File: src/rtl/core/dtq_pkg.sv
// Shared types and constants of the deadline timer queue.
package dtq_pkg;

	localparam int ID_W = 8;
	localparam int TIME_W = 48;
	localparam int IVL_W = 32;

	localparam logic CMD_ADD = 1'b0;
	localparam logic CMD_CHECK = 1'b1;

	typedef struct packed {
		logic              cmd;
		logic [ID_W-1:0]   timer_id;
		logic [TIME_W-1:0] deadline_us;
		logic [IVL_W-1:0]  interval_us;
		logic [TIME_W-1:0] now_us;
	} req_t;

	typedef struct packed {
		logic              expired_valid;
		logic [ID_W-1:0]   expired_timer_id;
		logic              earliest_changed;
		logic              add_rejected;
		logic              next_valid;
		logic [TIME_W-1:0] next_deadline_us;
		logic              last;
	} rsp_t;

	typedef struct packed {
		logic load_item;
		logic start_scan;
		logic emit;
	} ctl_cmd_t;

	typedef struct packed {
		logic scan_done;
		logic is_check;
		logic pick_found;
		logic out_free;
	} ctl_sts_t;

endpackage

File: src/rtl/core/dtq_ctrl.sv
// Sequencer of the timer queue: accepts a request, runs slot scans and issues results.
module dtq_ctrl
	import dtq_pkg::*;
(
	input  logic     clk,
	input  logic     arst_n,
	input  logic     req_valid,
	output logic     req_ready,
	input  ctl_sts_t sts,
	output ctl_cmd_t cmd
);

	typedef enum logic [2:0] {
		ST_IDLE = 3'b001,
		ST_SCAN = 3'b010,
		ST_EMIT = 3'b100
	} state_t;

	state_t state_q, state_d;

	always_comb begin
		state_d = state_q;
		cmd = '0;
		req_ready = 1'b0;
		unique case (state_q)
			ST_IDLE: begin
				req_ready = 1'b1;
				if (req_valid) begin
					cmd.load_item = 1'b1;
					cmd.start_scan = 1'b1;
					state_d = ST_SCAN;
				end
			end
			ST_SCAN: begin
				if (sts.scan_done) begin
					state_d = ST_EMIT;
				end
			end
			ST_EMIT: begin
				if (sts.out_free) begin
					cmd.emit = 1'b1;
					// Every expired timer found triggers another pass over the table.
					if (sts.is_check && sts.pick_found) begin
						cmd.start_scan = 1'b1;
						state_d = ST_SCAN;
					end else begin
						state_d = ST_IDLE;
					end
				end
			end
			default: state_d = ST_IDLE;
		endcase
	end

	always_ff @(posedge clk or negedge arst_n) begin
		if (!arst_n) begin
			state_q <= ST_IDLE;
		end else begin
			state_q <= state_d;
		end
	end

`ifndef ASSERT_OFF
	a_emit_needs_room: assert property (@(posedge clk) disable iff (!arst_n)
		cmd.emit |-> sts.out_free)
		else $error("result issued while the output register is occupied");
	a_done_leaves_scan: assert property (@(posedge clk) disable iff (!arst_n)
		(state_q == ST_SCAN && sts.scan_done) |=> state_q == ST_EMIT)
		else $error("scan completion not followed by a result");
`endif

endmodule

File: src/rtl/core/dtq_datapath.sv
// Slot table, scan comparators, rearm adder and output register of the timer queue.
module dtq_datapath
	import dtq_pkg::*;
#(
	parameter int TIMER_SLOTS = 32
) (
	input  logic     clk,
	input  logic     arst_n,
	input  req_t     req,
	input  ctl_cmd_t cmd,
	output ctl_sts_t sts,
	output logic     rsp_valid,
	input  logic     rsp_ready,
	output rsp_t     rsp
);

	localparam int SW = $clog2(TIMER_SLOTS);
	localparam logic [SW-1:0] LAST_IDX = SW'(TIMER_SLOTS - 1);

	// Slot storage, read one entry per cycle during a scan.
	logic [TIME_W-1:0] mem_dl [TIMER_SLOTS];
	logic [IVL_W-1:0]  mem_iv [TIMER_SLOTS];
	logic [ID_W-1:0]   mem_id [TIMER_SLOTS];

	logic [TIMER_SLOTS-1:0] used_q;
	logic [TIMER_SLOTS-1:0] due_q;

	req_t item_q;
	logic first_q;

	logic          issuing_q;
	logic [SW-1:0] rd_idx_q;
	logic          valid_s1;
	logic [SW-1:0] idx_s1;
	logic [TIME_W-1:0] dl_s1;
	logic [IVL_W-1:0]  iv_s1;
	logic [ID_W-1:0]   id_s1;

	logic              pick_found_q;
	logic [SW-1:0]     pick_idx_q;
	logic [TIME_W-1:0] pick_dl_q;
	logic [IVL_W-1:0]  pick_iv_q;
	logic [ID_W-1:0]   pick_id_q;
	logic              min_valid_q;
	logic [TIME_W-1:0] min_dl_q;

	logic rsp_valid_q;
	rsp_t rsp_q;

	logic              is_check;
	logic              full;
	logic [SW-1:0]     free_idx;
	logic              used_i;
	logic              due_now;
	logic              cand;
	logic              wr_add;
	logic              wr_rearm;
	logic              mem_we;
	logic [SW-1:0]     mem_wa;
	logic [TIME_W-1:0] mem_wd;
	logic [TIME_W:0]   rearm_sum;
	logic [TIME_W-1:0] rearm_dl;
	rsp_t              rsp_d;

	assign is_check = (item_q.cmd == CMD_CHECK);
	assign full = &used_q;

	always_comb begin
		free_idx = '0;
		for (int i = TIMER_SLOTS - 1; i >= 0; i--) begin
			if (!used_q[i]) begin
				free_idx = SW'(i);
			end
		end
	end

	assign used_i = used_q[idx_s1];
	assign due_now = used_i && (dl_s1 <= item_q.now_us);
	assign cand = is_check && (first_q ? due_now : due_q[idx_s1]);

	assign rearm_sum = {1'b0, item_q.now_us} + (TIME_W + 1)'(pick_iv_q);
	assign rearm_dl = rearm_sum[TIME_W] ? {TIME_W{1'b1}} : rearm_sum[TIME_W-1:0];

	assign wr_add = cmd.emit && !is_check && !full;
	assign wr_rearm = cmd.emit && is_check && pick_found_q;
	assign mem_we = wr_add || (wr_rearm && (pick_iv_q != '0));
	assign mem_wa = wr_add ? free_idx : pick_idx_q;
	assign mem_wd = wr_add ? item_q.deadline_us : rearm_dl;

	always_ff @(posedge clk) begin
		if (mem_we) begin
			mem_dl[mem_wa] <= mem_wd;
		end
		if (wr_add) begin
			mem_iv[free_idx] <= item_q.interval_us;
			mem_id[free_idx] <= item_q.timer_id;
		end
		if (issuing_q) begin
			dl_s1 <= mem_dl[rd_idx_q];
			iv_s1 <= mem_iv[rd_idx_q];
			id_s1 <= mem_id[rd_idx_q];
		end
	end

	always_ff @(posedge clk) begin
		if (cmd.load_item) begin
			item_q <= req;
		end
		if (cmd.start_scan) begin
			rd_idx_q <= '0;
		end else if (issuing_q) begin
			rd_idx_q <= rd_idx_q + SW'(1);
		end
		if (issuing_q) begin
			idx_s1 <= rd_idx_q;
		end
	end

	always_ff @(posedge clk or negedge arst_n) begin
		if (!arst_n) begin
			issuing_q <= 1'b0;
			valid_s1 <= 1'b0;
			first_q <= 1'b0;
		end else begin
			valid_s1 <= issuing_q;
			if (cmd.start_scan) begin
				issuing_q <= 1'b1;
			end else if (issuing_q && rd_idx_q == LAST_IDX) begin
				issuing_q <= 1'b0;
			end
			if (cmd.load_item) begin
				first_q <= 1'b1;
			end else if (cmd.emit) begin
				first_q <= 1'b0;
			end
		end
	end

	// Running minima: the earliest due timer (ties keep the lower slot) and
	// the earliest pending deadline of the table as it stands in this pass.
	always_ff @(posedge clk or negedge arst_n) begin
		if (!arst_n) begin
			pick_found_q <= 1'b0;
			min_valid_q <= 1'b0;
		end else if (cmd.start_scan) begin
			pick_found_q <= 1'b0;
			min_valid_q <= 1'b0;
		end else if (valid_s1) begin
			if (cand && (!pick_found_q || dl_s1 < pick_dl_q)) begin
				pick_found_q <= 1'b1;
			end
			if (used_i) begin
				min_valid_q <= 1'b1;
			end
		end
	end

	always_ff @(posedge clk) begin
		if (valid_s1) begin
			if (cand && (!pick_found_q || dl_s1 < pick_dl_q)) begin
				pick_idx_q <= idx_s1;
				pick_dl_q <= dl_s1;
				pick_iv_q <= iv_s1;
				pick_id_q <= id_s1;
			end
			if (used_i && (!min_valid_q || dl_s1 < min_dl_q)) begin
				min_dl_q <= dl_s1;
			end
		end
	end

	always_ff @(posedge clk or negedge arst_n) begin
		if (!arst_n) begin
			used_q <= '0;
			due_q <= '0;
		end else begin
			if (valid_s1 && first_q && is_check) begin
				due_q[idx_s1] <= due_now;
			end
			if (wr_add) begin
				used_q[free_idx] <= 1'b1;
			end
			if (wr_rearm) begin
				due_q[pick_idx_q] <= 1'b0;
				if (pick_iv_q == '0) begin
					used_q[pick_idx_q] <= 1'b0;
				end
			end
		end
	end

	always_comb begin
		rsp_d = '0;
		if (!is_check) begin
			rsp_d.earliest_changed = !full && (!min_valid_q || item_q.deadline_us < min_dl_q);
			rsp_d.add_rejected = full;
			rsp_d.next_valid = 1'b1;
			if (full || (min_valid_q && min_dl_q <= item_q.deadline_us)) begin
				rsp_d.next_deadline_us = min_dl_q;
			end else begin
				rsp_d.next_deadline_us = item_q.deadline_us;
			end
			rsp_d.last = 1'b1;
		end else if (pick_found_q) begin
			rsp_d.expired_valid = 1'b1;
			rsp_d.expired_timer_id = pick_id_q;
		end else begin
			rsp_d.next_valid = min_valid_q;
			rsp_d.next_deadline_us = min_valid_q ? min_dl_q : '0;
			rsp_d.last = 1'b1;
		end
	end

	always_ff @(posedge clk or negedge arst_n) begin
		if (!arst_n) begin
			rsp_valid_q <= 1'b0;
		end else if (cmd.emit) begin
			rsp_valid_q <= 1'b1;
		end else if (rsp_ready) begin
			rsp_valid_q <= 1'b0;
		end
	end

	always_ff @(posedge clk) begin
		if (cmd.emit) begin
			rsp_q <= rsp_d;
		end
	end

	assign rsp_valid = rsp_valid_q;
	assign rsp = rsp_q;

	assign sts.scan_done = valid_s1 && (idx_s1 == LAST_IDX);
	assign sts.is_check = is_check;
	assign sts.pick_found = pick_found_q;
	assign sts.out_free = !rsp_valid_q || rsp_ready;

`ifndef ASSERT_OFF
	a_due_only_used: assert property (@(posedge clk) disable iff (!arst_n)
		(due_q & ~used_q) == '0)
		else $error("due flag set on a free slot");
	a_add_fills_slot: assert property (@(posedge clk) disable iff (!arst_n)
		wr_add |=> $countones(used_q) == $past($countones(used_q)) + 1)
		else $error("accepted add did not occupy a slot");
	a_expired_not_last: assert property (@(posedge clk) disable iff (!arst_n)
		(rsp_valid_q && rsp_q.expired_valid) |-> !rsp_q.last)
		else $error("expired timer result marked as final");
	a_pick_is_due: assert property (@(posedge clk) disable iff (!arst_n)
		(sts.scan_done && is_check && !first_q && pick_found_q) |=> due_q[pick_idx_q])
		else $error("selected timer is not due");
`endif

endmodule

File: src/rtl/core/deadline_timer_queue_top.sv
// Top level of the deadline timer queue.
//
// The queue holds TIMER_SLOTS timers in a single-port-read slot table and handles one
// request at a time. Every request runs one or more passes over the table, one slot read
// per cycle; each pass ends with its result loaded into the output register, after
// which the sequencer returns to idle or starts the next pass. An add runs one pass, and
// a check that finds E expired timers runs E + 1 passes, one per expired timer reported
// in deadline order plus a final pass that produces the next deadline. A result waiting
// on rsp_ready stalls the sequence. Occupancy lives in flip-flops cleared by reset, so
// the block is ready right after reset with no clearing pass.
module deadline_timer_queue_top
	import dtq_pkg::*;
#(
	parameter int TIMER_SLOTS = 32
) (
	input  logic clk,
	input  logic arst_n,
	input  logic req_valid,
	output logic req_ready,
	input  req_t req,
	output logic rsp_valid,
	input  logic rsp_ready,
	output rsp_t rsp
);

	ctl_cmd_t cmd;
	ctl_sts_t sts;

	dtq_ctrl u_ctrl (
		.clk       (clk),
		.arst_n    (arst_n),
		.req_valid (req_valid),
		.req_ready (req_ready),
		.sts       (sts),
		.cmd       (cmd)
	);

	dtq_datapath #(
		.TIMER_SLOTS (TIMER_SLOTS)
	) u_datapath (
		.clk       (clk),
		.arst_n    (arst_n),
		.req       (req),
		.cmd       (cmd),
		.sts       (sts),
		.rsp_valid (rsp_valid),
		.rsp_ready (rsp_ready),
		.rsp       (rsp)
	);

endmodule

File: config.mk
export PLATFORM = sky130hd
export DESIGN_NAME = deadline_timer_queue_top
export DESIGN_NICKNAME = d
export VERILOG_FILES = /design/src/rtl/core/dtq_pkg.sv /design/src/rtl/core/dtq_ctrl.sv /design/src/rtl/core/dtq_datapath.sv /design/src/rtl/core/deadline_timer_queue_top.sv
export SDC_FILE = /design/constraint.sdc
export NUM_CORES = 2
export LEC_CHECK = 0
export ABC_AREA = 1
export BUFFER_PORTS_ARGS = -buffer_cell sky130_fd_sc_hd__buf_2
export CAP_MARGIN = 10
export CORE_MARGIN = 8
export CORE_UTILIZATION = 63
export CTS_CLUSTER_SIZE = 20
export DETAILED_ROUTE_END_ITERATION = 12
export HOLD_SLACK_MARGIN = 0.1
export PLACE_DENSITY = 0.83
export SYNTH_ARGS = -nofsm -noshare
export SYNTH_HDL_FRONTEND = slang
export SYNTH_SLANG_ARGS = --single-unit
export TNS_END_PERCENT = 50
File: constraint.sdc
create_clock -name clk -period 22.1 [get_ports clk]
set_input_delay 4.42 -clock clk [delete_from_list [all_inputs] [get_ports clk]]
set_output_delay 4.42 -clock clk [all_outputs]
set_load 0.005 [all_outputs]
# Word level (Yosys, flattened, before mapping)
# Memory sizes are Yosys's and may differ from the RTL's. A register that Yosys moved wholly into a read port is not among the register bits.
# Index checks and enable logic that the tools add are counted.
# totals
regBits	422
latch_bits	0
ram_bits	2816
romBits	0
input_bits	141
output_inout_bits	63
word_cells	186
mem_count	3
# memory_table
memory	depth	word_bits	read_ports	rd_ports_with_merged_regs	wr	line	source
u_datapath.mem_dl	32	48	1	1	1	dtq_datapath.sv:21	logic [TIME_W-1:0] mem_dl [TIMER_SLOTS];
u_datapath.mem_iv	32	32	1	1	1	dtq_datapath.sv:22	logic [IVL_W-1:0] mem_iv [TIMER_SLOTS];
u_datapath.mem_id	32	8	1	1	1	dtq_datapath.sv:23	logic [ID_W-1:0] mem_id [TIMER_SLOTS];
# op_classes
n_addsub	2
mul	0
div	0
order_cmp	11
eq_ne	8
shift	0
mux	85
bitwise	4
reduce_logical	45
# ops
cell	count
$mux W48	4
$mux W5	33
$mux W32	5
$lt A48 B48 Y1	3
$le A48 B48 Y1	2
$and A32 B32 Y32	2
$mux W50	1
$add A48 B32 Y49	1
$mux W49	1
$bwmux W32	1
$logic_not A32 Y1	1
$not A32 Y32	1
$or A32 B32 Y32	1
$reduce_and A32 Y1	1
$reduce_bool A32 Y1	1
$mux W1	26
$logic_and A1 B1 Y1	19
$lt A5 B6 Y1 const B	3
$demux W1 S5	3
$ge A5 B1 Y1 const B	3
$reduce_bool A2 Y1	6
$bmux W1 S5	2
$eq A5 B5 Y1 const B	2
$reduce_and A2 Y1	5
13 further kinds	28

# Depth between registers and ports, before layout
# depth
word_depth	41
mapped_depth	35

# Hierarchy
# Synthesis repeated with hierarchy kept, for this count alone.
# hier_totals
hier_cells	10143
hier_area_um2	134111.1
# modules_own_cells
mod	instances	cells_per_inst	area_each_um2	seq_area_each_um2
dtq_datapath	1	10111	133883.4	99385.3
dtq_ctrl	1	32	227.7	76.3

# Worst setup path after synthesis
# No wires, ideal clock.
# synth_path
path_kind	input -> register
start	input req_valid
end	register u_datapath.min_valid_q
setup_ps	119
arrival_ps	11030
t_required_ps	21981
path_slack_ps	10951
cell_stages	6
path_buffers	0
path_cell_list	inv_1 nor2_1 inv_1 nand2_1 inv_1 o21a_1
# synth_between
elab_chain_cells	4
# synth_rtl
item	line	source
start: declaration	deadline_timer_queue_top.sv:18	input logic req_valid,
$mux W2 *	dtq_ctrl.sv:28	if (req_valid) begin
$pmux W1 S2 *	dtq_ctrl.sv:25	unique case (state_q)
$reduce_bool A2 Y1 (no source line)	-	
$reduce_and A2 Y1 (no source line)	-	
end signal: assignment	dtq_datapath.sv:144	min_valid_q <= 1'b0;
end signal: assignment	dtq_datapath.sv:147	min_valid_q <= 1'b0;
end signal: assignment	dtq_datapath.sv:153	min_valid_q <= 1'b1;
end: declaration	dtq_datapath.sv:44	logic min_valid_q;
# Every way passes the cells marked *; elsewhere a longest branch is shown, timed or not.
# A chain may end at the register's enable or synchronous reset.

# Worst setup path after layout
# layout_path
start	input rsp_ready
end	memory u_datapath.mem_dl[24][24] (enable)
# layout_between
elab_chain_cells	9
# layout_rtl
item	line	source
start: declaration	deadline_timer_queue_top.sv:22	input logic rsp_ready,
$logic_or A1 B1 Y1 *	dtq_datapath.sv:236	assign sts.out_free = !rsp_valid_q || rsp_ready;
$mux W2 *	dtq_ctrl.sv:40	if (sts.out_free) begin
$mux W1 *	dtq_ctrl.sv:25	
$logic_and A1 B1 Y1 (2 in series)	dtq_datapath.sv:85	assign wr_rearm = cmd.emit && is_check && pick_found_q;
$logic_and A1 B1 Y1	dtq_datapath.sv:86	assign mem_we = wr_add || (wr_rearm && (pick_iv_q != '0));
$logic_or A1 B1 Y1	dtq_datapath.sv:86	
$mux W1	dtq_datapath.sv:91	if (mem_we) begin
$mux W1 (not written as such)	dtq_datapath.sv:92	mem_dl[mem_wa] <= mem_wd;
end: declaration	dtq_datapath.sv:21	
# Marks and branches as above.

==> key figures <==
Setup path
  • R2r setup slk: 15.76 ns
  • Crit end category: flip-flop
  • Crit path to: u_datapath.mem_dl[24][24]
  • Critical R2R Capture: u_datapath.mem_dl[2][10]
  • Crit Path Class: in -> reg
  • Reg2reg path depth: 18
  • Max FO, Critical Path: 34
  • Worst path arrival time: 8.62 ns
  • CP Data Required Time: 22.65 ns
  • FF-to-FF Start: u_datapath.pick_iv_q[0]
  • Largest stage delay on the critical path: 0.77 ns
  • Crit-path cells: buf_2 -> nor2_1 -> nor3_1 -> nand2_2 -> inv_1 -> nand3_1 -> o21ai_1 -> nand2_1 -> nor2_1 -> nand2_1 -> nor2_4 -> buf_4
  • Worst setup path startpoint: rsp_ready
  • Setup crit start kind: primary input
  • Critical path's slowest cell: buf_4

Power and ir drop
  • Peak VDD IR: 0.203 mV
  • Combinational group share of total power: 0.341
  • Net Sw Frac: 0.384
  • Internal Power: 13.7 mW
  • Clock power frac: 0.243
  • Leak: 49.3 nW
  • P per Cell Area: 150 nW/um^2
  • P_sw: 8.53 mW
  • Sequential fraction of design power: 0.416

Route
  • Metal3 WL: 57.3 mm
  • DR pass1 iterations: 9
  • Overall routed net length: 386 mm
  • DR top layer: met5
  • 1st-iter DRT viols: 16500
  • DR WL met2: 180 mm
  • Wire length on met1: 127 mm
  • Antenna viol nets, final: 0
  • Vias post-DR: 92100
  • Vias per cell: 6.96
  • Routed wire per std cell: 29.1 um
  • DR DRC count: 0

Timing
  • Setup Viol. Count Final: 0
  • Clock Skew: 0.0642 ns
  • Slew headroom: 0.0616
  • RSZ-0062 raised after global routing: no
  • Peak Freq: 124 MHz
  • Final worst slack: 14.03 ns
  • Worst Tran Pin Value: 1.41 ns
  • Post-route minimum period: 8.07 ns
  • Final Hold Vio Count: 0
  • Final Cycle Share: 0.365
  • Slew Limit Fails: 0
  • Setup TNS Final: 0 ns

Place
  • Post-DP HPWL: 215 mm
  • Final RePlAce weighted congestion: 0.940
  • Post-Place Setup Slack: 13.28 ns
  • I/O Buffers: 203

Yosys
  • Register bit total from synthesis: 3326
  • Netlist cell types: 60
  • Asr flop ratio synth: 0.0219
  • Mapped Cells: 10100
  • Sequential share of the synthesized area: 0.743
  • Post-Syn Area per Cell: 13.2 um^2
  • Ys Warns: 0
  • Yosys top cell by area: edfxtp_1
  • Synth area leaders: edfxtp_1, o21ai_0, nor2_1
  • Mapped Nets: 10500
  • Primary FF master, synth: edfxtp_1
  • Area share of the largest cell type after synthesis: 0.728
  • Post-Syn Area: 134000 um^2
  • Number of enable flip-flop cells after synthesis: 3248

Clock network
  • Clk slew on worst S/H paths: 0.06 ns
  • Num CTS Buffers: 328
  • H-tree depth: 5
  • Post-CTS Setup Bufs: 0
  • Worst-Skew Late Latency: 0.97 ns
  • Root Buffer: clkbuf_16
  • # clock sinks: 3326
  • Cts repair resizes: 0
  • Deepest clock path buffer count: 4
  • CTS tree: done
  • Cts hold-fix bufs: 0

Finish
  • Share of post-route cells with drive strength above 1: 0.0922
  • Final Util: 0.700
  • Layout fillers: 12700
  • Final #Nets: 10500
  • Area delta synth->final: 10.7%

Global routing
  • Vias in the first global route: 89900
  • Global Route Usage Sum: 0.323
  • Largest net degree at the start of global routing: 226
  • Initial antenna violation count: 35
  • First-pass GRT wire length: 559 mm
  • GR Overflow Total: 0

Floorplanning
  • Core Box Area: 212000 um^2
  • Initial Util: 0.633
  • DIE WIDTH: 477 um
  • Die H: 477 um
  • FP Rows: 169
  • Top Ports: 204
  • Die area: 228000 um^2

Flow run
  • Max Cap Viol: 0

Worst hold path
  • Worst hold path type: reg -> reg

Status
  • Status: completed
[flip-flops by register name, summed over array words and instances, names as in the netlist, 3 cells and up]
name / flops
u_datapath.mem_dl: 1536
u_datapath.mem_iv: 1024
u_datapath.mem_id: 256
u_datapath.item_q: 136
u_datapath.rsp: 61
u_datapath.dl_s1: 48
u_datapath.min_dl_q: 48
u_datapath.pick_dl_q: 48
u_datapath.due_q: 32
u_datapath.iv_s1: 32
u_datapath.pick_iv_q: 32
u_datapath.used_q: 32
u_datapath.id_s1: 8
u_datapath.pick_id_q: 8
u_datapath.idx_s1: 5
u_datapath.pick_idx_q: 5
u_datapath.rd_idx_q: 5
u_ctrl.state_q: 3
[cell families after synthesis]
| group | Yosys count | synth area share |
|---|---|---|
| compound gates | 2934 | 0.128 |
| simple gates | 2598 | 0.0774 |
| fa+ha+maj | 225 | 0.0211 |
| flops | 3326 | 0.743 |
| xor+xnor | 43 | 0.00281 |
| buf+inv | 986 | 0.0280 |
[cell usage in the layout (no fill, tap or decap), drive strengths merged, types with 20 or more instances in the layout]
cell type  netlist  layout
a211oi          22      22
a21oi          272     272
a221oi          59      59
a31o            22      22
a31oi           30      30
a32oi           45      45
buf             47     364
bufinv           0      26
clkbuf         584     410
clkinv           2     113
dfrtp           72      72
edfxtp        3248    3248
ha             224     224
inv            353     357
nand2          435     435
nand3          154     154
nand4           61      61
nor2          1839    1839
nor3            87      87
nor4            20      20
o211ai          24      24
o21ai         1617    1617
o221ai         201     201
o22ai          559     559
xor2            25      25
[metrics by stage]
stage	hold WS (ns)	cells	total power [mW]	cell area, um^2
finish	0.418	13200	22.2	148000
global route	0.424	13200	22.9	148000
CTS	0.414	13200	21.8	148000
detailed placement	0.405	12700	16.4	138000
global placement	0.402	12700	15.9	138000
floorplan	0.400	10100	13.5	134000
[final cells by class]
cell class	count	area, um^2	area share
Antenna cell	15	37.5	0.000253
Clock buffer	410	8720	0.0588
Clock inverter	146	1370	0.00924
Inverter	355	1380	0.00928
Multi-Input combinational cell	5800	31200	0.211
Sequential cell	3326	99500	0.671
Tap cell	2821	3530	0.0238
Timing Repair Buffer	364	2450	0.0165
[routing by layer]
layer | global-route usage | up-vias
met5 | 0 | -
met4 | 0.162 | 34
met3 | 0.0938 | 1479
met2 | 0.511 | 8295
met1 | 0.413 | 44200
li1 | - | 38100
[critical path, delay by kind of cell]
family,cells,cell delay [ns]
buffers and inverters,3,1.47
AOI/OAI and AO/OA,1,0.25
and+or+nand+nor,8,2.39
[cell usage after synthesis (all sizes together), types with 10 or more instances]
master,n
clkbuf,584
a21oi,272
nand4,61
nand3,154
a221o,10
nor4,20
a221oi,59
a211oi,22
o221ai,201
a31oi,30
a41oi,18
o22ai,559
o211ai,24
nor2,1839
xor2,25
nand2,435
o22a,14
ha,224
nor3,87
xnor2,18
a31o,22
buf,47
inv,353
dfrtp,72
a32oi,45
edfxtp,3248
o21ai,1617
[power groups by stage]
stage	clock network [mW]	registers, mW	logic [mW]
2_1_floorplan	0	9.06	4.46
3_3_place_gp	0	9.32	6.62
3_5_place_dp	0	9.34	7.05
4_1_cts	5.37	9.22	7.17
5_1_grt	5.61	9.26	8.01
6_report	5.39	9.24	7.58
[worst min-delay path by stage]
stage / startpoint / endpoint / slack, ns / cells past startpoint
final: u_datapath.iv_s1[18] / u_datapath.pick_iv_q[18] / 0.42 / 0
after global routing: u_datapath.iv_s1[23] / u_datapath.pick_iv_q[23] / 0.42 / 0
after CTS: u_datapath.iv_s1[18] / u_datapath.pick_iv_q[18] / 0.41 / 0
after detailed placement: u_datapath.id_s1[6] / u_datapath.pick_id_q[6] / 0.40 / 0
after global placement: u_datapath.iv_s1[17] / u_datapath.pick_iv_q[17] / 0.40 / 0
after floorplan: u_datapath.id_s1[0] / u_datapath.pick_id_q[0] / 0.40 / 0
(Power assumes the default switching activity.)
